[src/kst_ram.sv]
// kst_ram: generic single write port, single read port ram
// read data registered, held while read enable is low
// no dependencies
module kst_ram #(
    parameter int WIDTH = 32,
    parameter int DEPTH = 32,
    parameter int ADDR_W = (DEPTH > 1) ? $clog2(DEPTH) : 1
) (
    input  logic              clk,
    input  logic              we,
    input  logic [ADDR_W-1:0] waddr,
    input  logic [WIDTH-1:0]  wdata,
    input  logic              re,
    input  logic [ADDR_W-1:0] raddr,
    output logic [WIDTH-1:0]  rdata
);

    logic [WIDTH-1:0] mem [DEPTH];
    logic [WIDTH-1:0] rdata_reg;

    always_ff @(posedge clk)
    begin
        if (we)
        begin
            mem[waddr] <= wdata;
        end
        if (re)
        begin
            rdata_reg <= mem[raddr];
        end
    end

    assign rdata = rdata_reg;

endmodule

[config.mk]
export PLATFORM = sky130hd
export DESIGN_NAME = kst_ram
export DESIGN_NICKNAME = d
export VERILOG_FILES = /design/src/kst_ram.sv
export SDC_FILE = /design/constraint.sdc
export NUM_CORES = 1
export LEC_CHECK = 0
export BUFFER_PORTS_ARGS = -buffer_cell sky130_fd_sc_hd__buf_4
export CORE_MARGIN = 2
export CORE_UTILIZATION = 62
export DETAILED_ROUTE_END_ITERATION = 8
export PLACE_DENSITY = 0.85
export SYNTH_ARGS = -nofsm -noshare
export SYNTH_HDL_FRONTEND = slang
export SYNTH_SLANG_ARGS = --single-unit
[constraint.sdc]
create_clock -name clk -period 3.1 [get_ports clk]
set_input_delay 0.465 -clock clk [delete_from_list [all_inputs] [get_ports clk]]
set_output_delay 0.465 -clock clk [all_outputs]
set_load 0.05 [all_outputs]
==> run metrics, run 1 <==
r2r endpoint rdata[16]; Final setup violation count 0; Post-Synth Adder-Cell Area 0%; register area 31700 um2; Filler Cells Inserted 3554; cell depth of the worst flop-to-flop path 4; initial core utilization 62.3%; sequential area share after synthesis 77.7%; CP arrival 2.44 ns; clock-pin slew on the worst setup and hold paths 0.07 ns; cell leakage power 0.0163 uW; setup TNS 0 ns; worst path required time 3.50 ns; RSZ-0062 raised after global routing false; share of post-route cells with drive strength above 1 14.7%; CTS root buffer clkbuf_16; via count 22900; Layout area overhead 14.2%; crit-path cells buf_8 > buf_12 > buf_12 > buf_12 > mux2i_1 > a22o_1 > nor3_1 > a31oi_1 > nand3_1; average footprint of a synthesized cell 18.1 um2; async set or reset register ratio after synthesis 0%; H-tree depth 3; Worst Hold End mem[9][27]; Yosys cell types 24; commonest non-fill, non-tap cell in the layout edfxtp_1; CP most frequent cell buf_12; I/O Buffers 76; Hold Crit Start wdata[27]; Worst Tran Pin Value 1.02 ns; period utilization 65.8%; Final Critical Period 2.04 ns; skew final 0.0224 ns; VDD IR max 0.495 mV; Synth Area in Simple Gates 3.08%; CP max-delay cell mux2i_1; Worst path depth 9; Remaining DRCs 0; clock latency on the worst-skew pair 0.67 ns; worst path bufs/invs 4; initial DRC count 3675; power density over the cells 640 nW/um2; flops & latches, synth 1056; delay-heaviest family, CP buffers and inverters; most frequent cells in the layout edfxtp_1, mux2i_1, buf_4, clkbuf_16, nand3_1; Ys Warns 0; main combinational cell family by area after synthesis multiplexers; hold path depth 1; first-pass GRT wire length 152 mm; vias in the first global route 23400; All-Layer GR Usage 31.2%; max_cap viols 0; total grt overflow 0; core area 65500 um2; HP Class in -> reg; max reg flops 1024; Die X 261 um; Synth top area share 77.7%; DRT Wirelength 105 mm; kind of critical path in -> reg; EDFF count, synth 1056; CP startpoint kind primary input; Design Power 29800 uW; final RePlAce weighted congestion 0.881; Multi-input gate area 8610 um2; Die Height 261 um; XOR/XNOR Fraction of Synth Area 0%; hold buffer count at CTS 0; CP Max Fanout 32; Slew headroom 31.8%; ys flop type edfxtp_1; Critical Path Max Stage Delay 0.35 ns; number of buffers created by CTS 99; Final nets 2460; Core Util, Final 71.1%; final slew viol count 0; FMAX 491 MHz; Crit. End Element flop; syn_nets 2305; Vias/cell 6.81; Hold Fails Final Rpt 0; Synth Area in Compound Gates 4.81%; largest net degree at the start of global routing 63; CTS tree built; ANT nets after route 0; row cnt 94; reg-to-reg setup timing slack 1.51 ns; initial antenna violation count 4; Clock Sink Count 1056; post-CTS sizing 0; cell area after synthesis 40800 um2; dominant cells by area after synthesis edfxtp_1, mux2i_1, a22oi_1, a22o_1, nand3_1; DIE AREA 67900 um2; worst reg2reg path startpoint mem[18][16]; mux share of post-synthesis cell area 12.6%; postcts setup bufs 0; outcome finished clean; IO Count 77; Worst Setup SP raddr[0]; largest area contributor in the netlist edfxtp_1; WL/cell 31.2 um; hpwl dp 55.6 mm; Longest Clk Path Bufs 3; drt first pass iters 8; Cells after Synth 2260
## worst register-to-register path, cell delays in order, from the launching register on
cell and delay [ns]:
edfxtp_1 0.41, mux2i_1 0.19, a22oi_1 0.14, a31oi_1 0.37, nand3_1 0.19
## power by group
group          internal (uW)  leakage (uW)  switching, uW  total [uW]
registers              15900       0.00954           87.5       16000
clock network           6890       0.00156           5210       12100
logic                    563       0.00516           1150        1720
## layer usage
metal | vias to the layer above | share of wire [%] | track usage [%]
li1 | 9328 | - | -
met1 | 11400 | 34 | 40.2
met2 | 1757 | 48 | 49.7
met3 | 407 | 12 | 7.32
met4 | 4 | 5.8 | 16.9
met5 | - | 0.025 | 0
## cell usage after synthesis, drive strengths merged, types with 2 or more instances
| cell type | number |
|---|---|
| edfxtp | 1056 |
| mux2i | 512 |
| nand2 | 98 |
| nand3 | 98 |
| a21oi | 96 |
| a22oi | 96 |
| buf | 79 |
| a22o | 64 |
| clkbuf | 48 |
| nor2 | 34 |
| a31oi | 32 |
| nor3 | 32 |
| nand3b | 5 |
| or3b | 3 |
| nand2b | 2 |
## stage by stage
step	instances	setup WS [ns]	area (um2)	hold WS, ns
final	3361	1.06	46600	0.205
after global routing	3359	1.01	46600	0.211
after CTS	3357	1.10	46600	0.179
after detailed placement	3178	0.545	43400	0.670
after global placement	3178	0.609	43400	0.649
after floorplan	2260	0.201	40800	0.564
## final cells by class
type | count | area share (%)
flip-flops and latches | 1056 | 68.1
multi-input cells | 1077 | 18.5
clock buffers | 116 | 5.55
repair buffers | 181 | 4.22
well taps | 864 | 2.32
clock inverters | 63 | 1.36
diodes | 4 | 0.0215
## logic make-up after synthesis
logic type / after synthesis
buf+inv: 127
mux: 512
flops: 1056
compound gates: 288
simple gates: 277
## how the worst max path moves through the flow
stage and to:
2_1_floorplan mem[12][0], 3_3_place_gp rdata[26], 3_5_place_dp rdata[26], 4_1_cts rdata[26], 5_1_grt rdata[26], 6_report rdata[26]
Note: power is estimated with default switching activity, not from simulation.
==> run 2, diff against run 1 <==
--- a/config.mk
+++ b/config.mk
@@ -7,9 +7,9 @@
 export LEC_CHECK = 0
 export BUFFER_PORTS_ARGS = -buffer_cell sky130_fd_sc_hd__buf_4
 export CORE_MARGIN = 2
-export CORE_UTILIZATION = 62
+export CORE_UTILIZATION = 56
 export DETAILED_ROUTE_END_ITERATION = 8
-export PLACE_DENSITY = 0.85
+export PLACE_DENSITY = 0.81
 export SYNTH_ARGS = -nofsm -noshare
 export SYNTH_HDL_FRONTEND = slang
 export SYNTH_SLANG_ARGS = --single-unit
==> constraint.sdc (replaced) <==
create_clock -name clk -period 1.7 [get_ports clk]
set_input_delay 0.255 -clock clk [delete_from_list [all_inputs] [get_ports clk]]
set_output_delay 0.255 -clock clk [all_outputs]
set_load 0.05 [all_outputs]
==> run metrics, run 2 (same netlist as run 1, synthesis figures left out) <==
r2r endpoint rdata[7] (was rdata[16]); CP max-delay cell edfxtp_1 (was mux2i_1); Hold Crit Start waddr[4] (was wdata[27]); worst path bufs/invs 1 (was 4); Die X 274 um (was 261 um); period utilization 98.1%; Hold Fails Final Rpt 0 (unchanged); Die Height 274 um (was 261 um); I/O Buffers 76 (unchanged); hold path depth 4 (was 1); RSZ-0062 raised after global routing false (unchanged); Remaining DRCs 0 (unchanged); IO Count 77 (unchanged); worst setup margin 0.0321 ns (was 1.06 ns); Final setup violation count 0 (unchanged); initial antenna violation count 3 (was 4); cell depth of the worst flop-to-flop path 6 (was 4); initial DRC count 3066 (was 3675); initial core utilization 56.8% (was 62.3%); kind of critical path reg -> out (was in -> reg); worst path required time 1.44 ns (was 3.50 ns); Worst Tran Pin Value 0.484 ns (was 1.02 ns); share of post-route cells with drive strength above 1 18.5% (was 14.7%); cell leakage power 0.0172 uW (was 0.0163 uW); number of buffers created by CTS 100 (was 99); CTS root buffer clkbuf_16 (unchanged); Layout area overhead 19.4% (was 14.2%); Longest Clk Path Bufs 3 (unchanged); CP arrival 1.41 ns (was 2.44 ns); Filler Cells Inserted 4331 (was 3554); Vias/cell 6.46 (was 6.81); DIE AREA 75000 um2 (was 67900 um2); power density over the cells 1110 nW/um2 (was 640 nW/um2); postcts setup bufs 0 (unchanged); DRT Wirelength 105 mm (about the same); drt first pass iters 6 (was 8); max reg flops 1024 (unchanged); CTS tree built (unchanged); reg-to-reg setup timing slack 0.13 ns (was 1.51 ns); FMAX 600 MHz; outcome finished clean (unchanged); largest net degree at the start of global routing 42 (was 63); worst reg2reg path startpoint mem[1][7] (was mem[18][16]); Crit. End Element primary output (was flop); max_cap viols 0 (unchanged); hpwl dp 60.3 mm (was 55.6 mm); vias in the first global route 23900 (was 23400); ANT nets after route 0 (unchanged); All-Layer GR Usage 28.3% (was 31.2%); Final nets 2625 (was 2460); H-tree depth 3 (unchanged); commonest non-fill, non-tap cell in the layout edfxtp_1 (unchanged); VDD IR max 0.823 mV (was 0.495 mV); CP startpoint kind flop (was primary input); ANT cells 0 (was 4); WL/cell 29.2 um (was 31.2 um); final RePlAce weighted congestion 0.844 (was 0.881); total grt overflow 0 (unchanged); clock-pin slew on the worst setup and hold paths 0.07 ns (about the same); final slew viol count 0 (unchanged); skew final 0.0305 ns (was 0.0224 ns); HP Class in -> reg (unchanged); pre-CTS WS -0.352 ns (was 0.545 ns); clock latency on the worst-skew pair 0.67 ns (about the same); first-pass GRT wire length 154 mm (was 152 mm); via count 23300 (was 22900); Final Critical Period 1.67 ns; Clock Sink Count 1056 (unchanged); delay-heaviest family, CP flip-flops (was buffers and inverters); Slew headroom 67.7% (was 31.8%); row cnt 98 (was 94); most frequent cells in the layout edfxtp_1, mux2i_1, buf_4, buf_12, clkbuf_16 (was edfxtp_1, mux2i_1, buf_4, clkbuf_16, nand3_1); Design Power 54100 uW (was 29800 uW); Critical Path Max Stage Delay 0.50 ns (was 0.35 ns); crit-path cells buf_4 (was buf_8 > buf_12 > buf_12 > buf_12 > mux2i_1 > a22o_1 > nor3_1 > a31oi_1 > nand3_1); CP Max Fanout 1 (was 32); Worst Hold End mem[3][0] (was mem[9][27]); core area 71900 um2 (was 65500 um2)
-- run 2: cell count changes in the layout (fill, tap and decap cells not counted), sizes merged --
cell / before / now
bufinv: 11 / 6
inv: 4 / 2
buf: 181 / 312
dlygate4sd3: 0 / 33
clkbuf: 116 / 129
clkinv: 42 / 40
diode: 4 / 0
clkinvlp: 6 / 4
-- run 2: metrics by stage --
step | utilization, % | area (um2) | TNS (ns) | hold WS [ns] | std cells
4_1_cts | 67.8 | 48700 | 0 | 0.311 | 3609
3_5_place_dp | 63.0 | 45300 | -6.43 | 0.658 | 3395
3_3_place_gp | 63.0 | 45300 | -4.99 | 0.652 | 3395
5_1_grt | 67.8 | 48700 | 0 | 0.351 | 3609
6_report | 67.8 | 48700 | 0 | 0.348 | 3609
2_1_floorplan | - | 41100 | -127.14 | 0.354 | 2260
-- run 2: final cells by class --
| type | count | area [um2] | share of cell area (%) |
|---|---|---|---|
| Clock buffer | 129 | 2680 | 5.49 |
| Tap cell | 950 | 1190 | 2.44 |
| Multi-Input combinational cell | 1077 | 8630 | 17.7 |
| Timing Repair Buffer | 345 | 4060 | 8.34 |
| Clock inverter | 52 | 444 | 0.912 |
| Sequential cell | 1056 | 31700 | 65.1 |
-- run 2: where the power goes --
part | switching (uW) | internal, uW | leakage [uW]
clock network | 9370 | 12000 | 0.00152
registers | 145 | 29100 | 0.00954
logic | 2190 | 1360 | 0.00619
-- run 2: repair_timing --
| action | 4_1_cts | 5_1_grt |
|---|---|---|
| resized for setup | 1 | 1 |
| endpoints found under the setup margin | 1 | 1 |
| endpoints found under the hold margin | 904 | 0 |
| hold buffers | 33 | 0 |
| pin swaps | 0 | 0 |
-- run 2: metal layers --
| layer | part of all wire, % | GRT usage [%] | vias to the layer above | wire length [um] |
|---|---|---|---|---|
| met2 | 49 | 46.7 | 1571 | 51700 |
| met4 | 5.0 | 13.8 | 6 | 5290 |
| met5 | 0.036 | 0 | - | 38 |
| li1 | - | - | 9657 | - |
| met3 | 10 | 5.22 | 359 | 10800 |
| met1 | 36 | 36.6 | 11700 | 37700 |
-- run 2: how the worst max path moves through the flow --
stage	startpoint	to	slack, ns	cells past startpoint
5_1_grt	rdata[18]	rdata[18]	0.0004	1
3_5_place_dp	raddr[0]	rdata[7]	-0.35	8
2_1_floorplan	waddr[0]	mem[10][0]	-0.24	2
6_report	rdata[18]	rdata[18]	0.03	1
3_3_place_gp	raddr[0]	rdata[21]	-0.39	8
4_1_cts	rdata[18]	rdata[18]	0.005	1
