File: config.mk
export PLATFORM = sky130hd
export DESIGN_NAME = kst_cfg_regs
export DESIGN_NICKNAME = d
export VERILOG_FILES = /design/src/kst_pkg.sv /design/src/kst_cfg_regs.sv
export SDC_FILE = /design/constraint.sdc
export NUM_CORES = 1
export LEC_CHECK = 0
export BUFFER_PORTS_ARGS = -buffer_cell sky130_fd_sc_hd__buf_2
export CAP_MARGIN = 5
export CORE_MARGIN = 2
export CORE_UTILIZATION = 51
export CTS_CLUSTER_SIZE = 16
export DETAILED_ROUTE_END_ITERATION = 10
export PLACE_DENSITY = 0.83
export SETUP_SLACK_MARGIN = 0.5
export SYNTH_ARGS = -nofsm -noshare
export SYNTH_HDL_FRONTEND = slang
export SYNTH_SLANG_ARGS = --single-unit
File: constraint.sdc
create_clock -name clk -period 1.4 [get_ports clk]
set_clock_uncertainty 0.1 [all_clocks]
set_input_delay 0.07 -clock clk [delete_from_list [all_inputs] [get_ports clk]]
set_output_delay 0.07 -clock clk [all_outputs]
set_load 0.01 [all_outputs]
File: src/kst_pkg.sv
// kst_pkg: shared types and codes for the keyed retry schedule table
// item structs, configuration struct, op and result kind codes, state enum
// no dependencies
package kst_pkg;

    localparam int KEY_W      = 96;
    localparam int ADDR48_W   = 48;
    localparam int SEQ_W      = 16;
    localparam int ATT_W      = 8;
    localparam int BURST_W    = 4;
    localparam int CFG_DATA_W = 16;
    localparam int CFG_IDX_W  = 2;

    // op codes of an input item
    localparam logic [1:0] OP_TRACK   = 2'd0;
    localparam logic [1:0] OP_RELEASE = 2'd1;
    localparam logic [1:0] OP_TICK    = 2'd2;

    // result kinds
    localparam logic [1:0] KIND_FIRED    = 2'd0;
    localparam logic [1:0] KIND_ACCEPTED = 2'd1;
    localparam logic [1:0] KIND_FULL     = 2'd2;
    localparam logic [1:0] KIND_DONE     = 2'd3;

    // configuration register indexes
    localparam logic [CFG_IDX_W-1:0] CFG_MAX_ATTEMPTS   = 2'd0;
    localparam logic [CFG_IDX_W-1:0] CFG_RETRY_INTERVAL = 2'd1;
    localparam logic [CFG_IDX_W-1:0] CFG_GRACE_DELAY    = 2'd2;
    localparam logic [CFG_IDX_W-1:0] CFG_BURST_SIZE     = 2'd3;

    typedef struct packed {
        logic [1:0]          op;
        logic [ADDR48_W-1:0] station;
        logic [ADDR48_W-1:0] bssid;
        logic                delay_first;
        logic [31:0]         now;
        logic [SEQ_W-1:0]    seed;
    } in_item_t;

    typedef struct packed {
        logic [1:0]          kind;
        logic [ADDR48_W-1:0] hit_station;
        logic [ADDR48_W-1:0] hit_bssid;
        logic [SEQ_W-1:0]    first_sequence;
        logic [BURST_W-1:0]  frame_count;
        logic                gave_up;
        logic                last;
    } out_item_t;

    typedef struct packed {
        logic [ATT_W-1:0]   max_attempts;
        logic [15:0]        retry_interval;
        logic [15:0]        grace_delay;
        logic [BURST_W-1:0] burst_size;
    } cfg_t;

    typedef enum logic [1:0] {
        ST_IDLE,
        ST_SCAN,
        ST_FINISH
    } state_t;

endpackage

File: src/kst_cfg_regs.sv
// kst_cfg_regs: configuration registers of the schedule table
// plain write port, no read-back; depends on kst_pkg
module kst_cfg_regs (
    input  logic                           clk,
    input  logic                           rst_n,
    input  logic                           cfg_we,
    input  logic [kst_pkg::CFG_IDX_W-1:0]  cfg_index,
    input  logic [kst_pkg::CFG_DATA_W-1:0] cfg_data,
    output kst_pkg::cfg_t                  cfg
);
    import kst_pkg::*;

    cfg_t cfg_reg;
    cfg_t cfg_next;

    always_comb
    begin
        cfg_next = cfg_reg;
        if (cfg_we)
        begin
            case (cfg_index)
                CFG_MAX_ATTEMPTS:   cfg_next.max_attempts   = cfg_data[ATT_W-1:0];
                CFG_RETRY_INTERVAL: cfg_next.retry_interval = cfg_data;
                CFG_GRACE_DELAY:    cfg_next.grace_delay    = cfg_data;
                CFG_BURST_SIZE:     cfg_next.burst_size     = cfg_data[BURST_W-1:0];
                default:            cfg_next = cfg_reg;
            endcase
        end
    end

    always_ff @(posedge clk or negedge rst_n)
    begin
        if (!rst_n)
        begin
            cfg_reg.max_attempts   <= 8'd5;
            cfg_reg.retry_interval <= 16'd5;
            cfg_reg.grace_delay    <= 16'd5;
            cfg_reg.burst_size     <= 4'd1;
        end
        else
        begin
            cfg_reg <= cfg_next;
        end
    end

    assign cfg = cfg_reg;

endmodule

==> results of run 1 <==
## how the worst min path moves through the flow
| stage | to |
|---|---|
| 4_1_cts | cfg[39] |
| 2_1_floorplan | cfg[10] |
| 3_3_place_gp | cfg[8] |
| 5_1_grt | cfg[42] |
| 6_report | cfg[42] |
| 3_5_place_dp | cfg[8] |
## power by group through the flow
stage | Combinational (mW) | Sequential (mW) | Clock [mW]
3_3_place_gp | 0.709 | 1.66 | 0
6_report | 0.960 | 1.69 | 0.613
2_1_floorplan | 0.249 | 1.79 | 0
4_1_cts | 0.863 | 1.66 | 0.631
3_5_place_dp | 0.731 | 1.68 | 0
5_1_grt | 1.04 | 1.72 | 0.684
## layout make-up
class	instances	area, µm²
flip-flops and latches	44	1110
repair buffers	91	696.9
multi-input cells	48	578.1
fillers	176	576.8
well taps	44	55.05
clock buffers	6	51.30
clock inverters	2	10.01
## routing by layer
layer	part of all wire, %	vias to the layer above
li1	-	527
met1	39	578
met2	54	49
met3	6.2	5
met4	1.1	0
met5	0	-
## through the flow
stage	setup WS, ns	util, %	power (mW)
floorplan	0.4073	-	2.042
global placement	0.2079	67.32	2.373
detailed placement	0.1275	67.32	2.413
CTS	0.2118	77.72	3.159
global route	0.1803	81.26	3.442
finish	0.2145	81.26	3.263
## cell usage in the layout, fill, tap and decap left out, drive strengths merged
cell         Yosys  layout
dfrtp           37      37
clkinv           0       2
buf              1      73
nor3b            1       1
dlygate4sd3      0      17
nand3            1       1
clkbuf           1       7
dfstp            7       7
nand3b           2       2
mux2            44      44
## kinds of logic (layout without fill, tap and decap cells)
logic type             count (synthesis)  after routing  share of synthesized area, %
muxes                                 44             44                         29.62
buffers and inverters                  2             99                         1.271
DFF                                   44             44                         66.34
and+or+nand+nor                        4              4                         2.767
## timing repair
item | CTS | global route
gates cloned | 0 | 0
endpoints found under the hold margin | 88 | 0
resized for setup | 7 | 20
setup buffers | 6 | 2
hold buffers | 17 | 0
endpoints found under the setup margin | 44 | 81
==> metrics.cfg, run 1 <==
[outcome]
outcome = finished clean

[worst_setup_path]
r2r-start = cfg[37]
reg2reg_depth = 2
critPathMaxFanout = 2
cpMaxStageDelayCell = dfstp_2
critPathMaxStageDelay_ns = 0.57
timing.rr.end = cfg[37]
critPathCapture = cfg[4]
worstPathArrival_ns = 1.02
regToRegSetupSlack_ns = 0.39
crit_family = flip-flops
cp.required_ns = 1.23
path_cells = buf_6
end_kind = output pin
critical_path_class = register to output pin
critPathBufInv = 1
worstSetupStartpointType = register
crit_start = cfg[4]
cp_num_cells = 1

[global_routing]
globalRouteOverflowTotal = 0
antenna_found_initial = 0
grt.total_usage_pct = 21.91
grt_max_degree = 25
grt_use_met3_pct = 5.672
use_met1_pct = 27.13
grt_pass1_vias = 1207
grt.met2_usage_pct = 37.39
top_usage_layer = met2
grt_pass1_wl_um = 5747

[yosys]
synth.most_common_cell = mux2_2
synth_top_area_cell = dfrtp_1
synthesis.nets = 115
ys_seq_area_share_pct = 66.34
ys_types = 8
synth-edff-count = 0
synth_cells = 94
yosysTopAreaCellShare_pct = 55.35
synthTopCellsByArea = dfrtp_1, mux2_2, dfstp_2
ys_seq_elements = 44
postSynthAreaPerCell_um2 = 17.80
syn_area_mm2 = 0.001673
async_flop_share_pct = 100.0
ys_top_cells_by_count = mux2_2, dfrtp_1, dfstp_2, nand3b_2
synth-main-ff-cell = dfrtp_1
yosysWarnings = 0

[placement]
numPortBuffers = 64
gp_congestion = 0.7256
placed_cell_area_mm2 = 0.002072
dp_cells = 202
post-dp-hpwl_um = 2372

[clock_network]
cts_buffers = 5
clockRootBuffer = clkbuf_4
htreeDepth = 2
clkSinkCount = 44
cts_tree = built
clock_path_buffers = 2
path_clk_slew_ns = 0.12
clock_latency_ns = 0.34

[drt]
vias = 1159
drc = 0
drtAntennaViolNets = 0
routedWlPerCell_um = 16.32
dr.pass1.iters = 2
viasPerCell = 4.932
drt-initial-drc-count = 25
routed_wl_um = 3835

[hold_path]
hold_path_class = input pin to asynchronous set/reset pin

[pwr]
p_int_mw = 2.362
clock_power_share_pct = 18.8
p_switching_mw = 0.9018
pwr-share-comb_pct = 29.4
p_leak_nw = 1.217
ir_worst_vdd_mv = 0.8972
p_per_area_mw_per_mm2 = 1305
swShare_pct = 27.63
seqPwrFrac_pct = 51.8

[layout]
stdcell_area_mm2 = 0.002501
final_nets = 211
syn_to_final_growth_pct = 49.51
n_antenna_cell = 0
final_cells = 235
largest_reg_flops = 44
drive_gt1_share_pct = 71.20

[timing]
fin_setup_tns_ns = 0
worstMarginPinSlew_ns = 0.3122
drv_slew = 0
hold_ws_ns = 0.06890
setup_viol = 0
rsz0062_at_grt = true
finalHoldViolations = 0
fin_crit_ns = 1.185
max_freq_ghz = 0.8435
slew_headroom_pct = 79.19
finalCritPeriodShare_pct = 84.68

[floorplan]
core_mm2 = 0.003078
dieArea_mm2 = 0.003754
initial_utilization_pct = 54.35
ioPinCount = 65
placementRows = 20
die_y_um = 61.27
die_w_um = 61.27

[run]
maxCapViolCount = 0

Power figures use the tool's default switching activity.
==> run 2, diff against run 1 <==
Settings changed: CORE_UTILIZATION 51 to 43, PLACE_DENSITY 0.83 to 0.75.
Clock period 1.4 ns to 1 ns, I/O delays scaled along.
==> run 2 against run 1 <==
- the flow now finishes with violations (hold timing, setup timing)
- register-to-register slack got worse by 0.33 ns
- sequential power increased by 41%
- combinational power increased by 50%
- sequential share of layout area decreased by 0.55 points
- cell area increased by 1.3%
- via count decreased by 6.3%
- clock-buffer cell count increased by 1
- utilization decreased by 13 points
- global-route usage decreased by 2.6 points
- die area increased by 17%
- largest power group unchanged
==> metrics.cfg, run 2 (same netlist as run 1, synthesis figures left out) <==
[floorplan]
die_y_um = 66.37  ; +8.3%
placementRows = 22  ; +10%
die_w_um = 66.37  ; +8.3%
initial_utilization_pct = 45.35  ; -9.0 points
dieArea_mm2 = 0.004405  ; +17%
ioPinCount = 65  ; unchanged
core_mm2 = 0.003689  ; +20%

[clock_network]
htreeDepth = 2  ; unchanged
clock_latency_ns = 0.29  ; -0.05 ns
clock_path_buffers = 2  ; unchanged
clkSinkCount = 44  ; unchanged
clockRootBuffer = clkbuf_8
cts_buffers = 5  ; unchanged
path_clk_slew_ns = 0.08  ; -0.04 ns
cts_tree = built

[worst_setup_path]
critPathMaxFanout = 2  ; unchanged
timing.rr.end = cfg[38]
cpMaxStageDelayCell = dfstp_2
crit_family = flip-flops
critPathBufInv = 1  ; unchanged
reg2reg_depth = 2  ; unchanged
worstPathArrival_ns = 0.93  ; -0.09 ns
regToRegSetupSlack_ns = 0.06  ; -0.33 ns
end_kind = output pin
cp.required_ns = 0.85  ; -0.38 ns
critical_path_class = register to output pin
critPathMaxStageDelay_ns = 0.55  ; -0.02 ns
worstSetupStartpointType = register
r2r-start = cfg[38]
path_cells = buf_6

[global_routing]
grt_pass1_wl_um = 6092  ; +6.0%
grt.total_usage_pct = 19.27  ; -2.6 points
top_usage_layer = met2
use_met1_pct = 22.26  ; -4.9 points
grt_use_met3_pct = 6.985  ; +1.3 points
grt_max_degree = 45  ; +80%
grt_pass1_vias = 1172  ; -2.9%
globalRouteOverflowTotal = 0  ; unchanged
grt.met2_usage_pct = 33.88  ; -3.5 points
antenna_found_initial = 0  ; unchanged

[layout]
n_antenna_cell = 0  ; unchanged
syn_to_final_growth_pct = 51.38
stdcell_area_mm2 = 0.002532  ; +1.3%
fillers = 268  ; +52%
final_common_cell = buf_2
largest_reg_flops = 44  ; unchanged
final_nets = 194  ; -8.1%
finalCoreUtilization_pct = 68.66  ; -13 points
layout_common_cells = buf_2, mux2_4, dfrtp_1, buf_6
drive_gt1_share_pct = 78.03  ; +6.8 points

[timing]
finalCritPeriodShare_pct = 108.4
drv_slew = 0  ; unchanged
rsz0062_at_grt = true
fin_setup_tns_ns = -0.5607  ; -0.5607 ns
finalWorstSetupSlack_ns = -0.08415  ; -0.2987 ns
finalHoldViolations = 88  ; +88
fin_crit_ns = 1.084
slew_headroom_pct = 79.72  ; +0.54 points
max_freq_ghz = 0.9224
setup_viol = 7  ; +7
hold_ws_ns = -0.3857  ; -0.4546 ns
worstMarginPinSlew_ns = 0.3033  ; -0.008910 ns

[pwr]
ir_worst_vdd_mv = 1.247  ; +39%
p_per_area_mw_per_mm2 = 1961  ; +50%
p_leak_nw = 1.348  ; +11%

[placement]
placed_cell_area_mm2 = 0.002157  ; +4.1%
numPortBuffers = 64  ; unchanged
gp_congestion = 0.6954  ; -4.2%
pre_cts_ws_ns = -0.1935  ; -0.3210 ns

[hold_path]
hold_path_class = input pin to asynchronous set/reset pin

[drt]
drc = 0  ; unchanged
routed_wl_um = 3916  ; +2.1%
viasPerCell = 4.914  ; -0.36%
routedWlPerCell_um = 17.72  ; +8.6%
vias = 1086  ; -6.3%
dr.pass1.iters = 3  ; +1
drt-initial-drc-count = 19  ; -24%
drtAntennaViolNets = 0  ; unchanged

[run]
maxCapViolCount = 0  ; unchanged

[outcome]
outcome = complete, but fails checks
violations = hold timing, setup timing

[run 2: routing by layer]
layer,wire (µm),part of all wire [%]
met1,1546,39
met2,2017,52
met3,317,8.1
met4,35,0.89
met5,0,0
[run 2: final cells by class]
cell class	count	area, µm²	area share, %
Sequential cell	44	1110	43.82
Tap cell	48	60.06	2.372
Multi-Input combinational cell	48	724.4	28.61
Timing Repair Buffer	74	541.8	21.39
Clock buffer	7	96.34	3.804
[run 2: worst max-delay path by stage]
stage | slack (ns) | end | start | cells past startpoint
2_1_floorplan | 0.03 | cfg[37] | cfg_index[1] | 2
3_3_place_gp | -0.17 | cfg[19] | cfg_index[1] | 4
3_5_place_dp | -0.19 | cfg[5] | cfg_index[1] | 4
5_1_grt | -0.11 | cfg[20] | cfg[20] | 1
6_report | -0.08 | cfg[4] | cfg[4] | 1
4_1_cts | -0.10 | cfg[20] | cfg[20] | 1
[run 2: what timing repair did]
action,4_1_cts,5_1_grt
setup buffers,6,1
setup endpoints to repair,88,88
resized for setup,35,7
endpoints found under the hold margin,88,88
[run 2: stage by stage]
stage               power, mW  std cells
floorplan               2.941         94
global placement        3.432        207
detailed placement      3.479        207
CTS                     4.924        220
global route            5.213        221
finish                  4.966        221
[run 2: where the power goes]
group,internal (mW),switching [mW]
Combinational,0.899,0.536
Clock,0.615,0.541
Sequential,2.16,0.217
==> run 3, diff against run 2 <==
Settings changed: SKIP_CTS_REPAIR_TIMING set to 1, TNS_END_PERCENT set to 30.
==> run 3 against run 2 <==
- the run still ends with hold timing, setup timing left
- cell count shrank 2.3%
- first-iteration DRC count increased to 2.8 times the previous value
- via count down 0.37%
- die area did not move
- combinational power is 15% lower
- critical path depth unchanged
- largest power group unchanged
- highest routed layer unchanged
==> metrics.cfg, run 3 (same netlist as run 1, synthesis figures left out) <==
[clock_network]
clock_latency_ns = 0.29  ; about the same
cts_buffers = 5  ; unchanged
path_clk_slew_ns = 0.08  ; about the same
cts_tree = built
clockRootBuffer = clkbuf_8
clkSinkCount = 44  ; unchanged
htreeDepth = 2  ; unchanged
clock_path_buffers = 2  ; unchanged

[placement]
pre_cts_ws_ns = -0.1632  ; +0.03031 ns
numPortBuffers = 64  ; unchanged
gp_congestion = 0.6638  ; -4.5%
post-dp-hpwl_um = 2523

[layout]
syn_to_final_growth_pct = 40.39
final_nets = 188  ; -3.1%
layout_common_cells = buf_2, dfrtp_1, mux2_2, mux2_4, buf_6
n_antenna_cell = 0  ; unchanged
drive_gt1_share_pct = 77.38  ; -0.65 points
largest_reg_flops = 44  ; unchanged
final_common_cell = buf_2

[timing]
setup_viol = 7  ; unchanged
fin_crit_ns = 1.092  ; +0.007776 ns
drv_slew = 0  ; unchanged
hold_ws_ns = -0.4550  ; -0.06928 ns
rsz0062_at_grt = true
worstMarginPinSlew_ns = 0.3293  ; +0.02601 ns
finalHoldViolations = 88  ; unchanged
finalWorstSetupSlack_ns = -0.09192  ; -0.007776 ns
max_freq_ghz = 0.9158  ; -0.71%
slew_headroom_pct = 78.05  ; -1.7 points
fin_setup_tns_ns = -0.5828  ; -0.02212 ns
finalCritPeriodShare_pct = 109.2  ; +0.78 points

[worst_setup_path]
worstSetupStartpointType = register
critPathMaxFanout = 2  ; unchanged
cpMaxStageDelayCell = dfstp_2
cp.required_ns = 0.85  ; about the same
reg2reg_depth = 1  ; -1
crit_family = flip-flops
regToRegSetupSlack_ns = 0.12  ; +0.06 ns
critical_path_class = register to output pin
end_kind = output pin
critPathMaxStageDelay_ns = 0.55  ; about the same
timing.rr.end = cfg[32]
path_cells = buf_6
worstPathArrival_ns = 0.94  ; about the same
r2r-start = cfg[32]
critPathBufInv = 1  ; unchanged

[drt]
drt-initial-drc-count = 53  ; +34
vias = 1082  ; -0.37%
viasPerCell = 5.009  ; +1.9%
routed_wl_um = 3537  ; -9.7%
maxUsedRoutingLayer = met4
drc = 0  ; unchanged
routedWlPerCell_um = 16.38  ; -7.6%
dr.pass1.iters = 2  ; -1
drtAntennaViolNets = 0  ; unchanged
wl_met1_um = 1506  ; -2.6%
dr_wl_met3_um = 265  ; -16%
met2_length_um = 1740  ; -14%

[floorplan]
core_mm2 = 0.003689  ; unchanged
dieArea_mm2 = 0.004405  ; unchanged
ioPinCount = 65  ; unchanged
die_w_um = 66.37  ; unchanged
die_y_um = 66.37  ; unchanged
placementRows = 22  ; unchanged
initial_utilization_pct = 45.35  ; unchanged

[global_routing]
grt_pass1_wl_um = 5278  ; -13%
antenna_found_initial = 0  ; unchanged
grt_pass1_vias = 1145  ; -2.3%
grt_max_degree = 25  ; -44%
grt.total_usage_pct = 16.31  ; -3.0 points
globalRouteOverflowTotal = 0  ; unchanged

[pwr]
ir_worst_vdd_mv = 1.192  ; -4.4%
p_per_area_mw_per_mm2 = 2003  ; +2.1%
p_leak_nw = 1.197  ; -11%

[outcome]
outcome = complete, but fails checks
violations = hold timing, setup timing

[run]
maxCapViolCount = 0  ; unchanged

[hold_path]
hold_path_class = input pin to asynchronous set/reset pin

run 3: cell types whose count changed in the layout (fill, tap and decap cells not counted), moves of 2 or more:
cell / delta
clkinv_2: +2
mux2_2: +23
buf_12: -4
mux2_4: -23
buf_4: -4
run 3: power by group:
group / total, mW / switching [mW] / internal [mW]
combinational: 1.23 / 0.502 / 0.731
clock: 1.12 / 0.566 / 0.551
sequential: 2.35 / 0.197 / 2.16
run 3: area by class of cell:
type	count	area (µm²)
sequential	44	1110
multi-input combinational	48	638.1
tap	48	60.06
clock inverter	2	10.01
fill	291	1340
clock buffer	6	82.58
timing repair buffer	68	447.9
run 3: how the worst max path moves through the flow:
| stage | start | endpoint | slack, ns | cells after the start |
|---|---|---|---|---|
| after floorplan | cfg_index[1] | cfg[37] | 0.03 | 2 |
| after global placement | cfg_we | cfg[41] | -0.13 | 4 |
| after detailed placement | cfg_we | cfg[43] | -0.16 | 4 |
| after CTS | cfg[38] | cfg[38] | -0.11 | 1 |
| after global routing | cfg[22] | cfg[22] | -0.12 | 1 |
| final | cfg[6] | cfg[6] | -0.09 | 1 |
run 3: metrics by stage:
step	util (%)	total power [mW]	std cells	area, µm²	hold WS [ns]
2_1_floorplan	-	2.859	94	1694	-0.3456
3_3_place_gp	56.72	3.334	208	2092	-0.1426
3_5_place_dp	56.72	3.393	208	2092	-0.1349
4_1_cts	59.23	4.517	216	2185	-0.4541
5_1_grt	63.67	4.945	216	2349	-0.4449
6_report	63.67	4.704	216	2349	-0.4550
run 3: routing by layer:
metal / track usage, % / vias up
met5: 0 / -
met4: 3.061 / 0
met3: 5.792 / 3
met2: 29.00 / 45
met1: 18.99 / 552
li1: - / 482
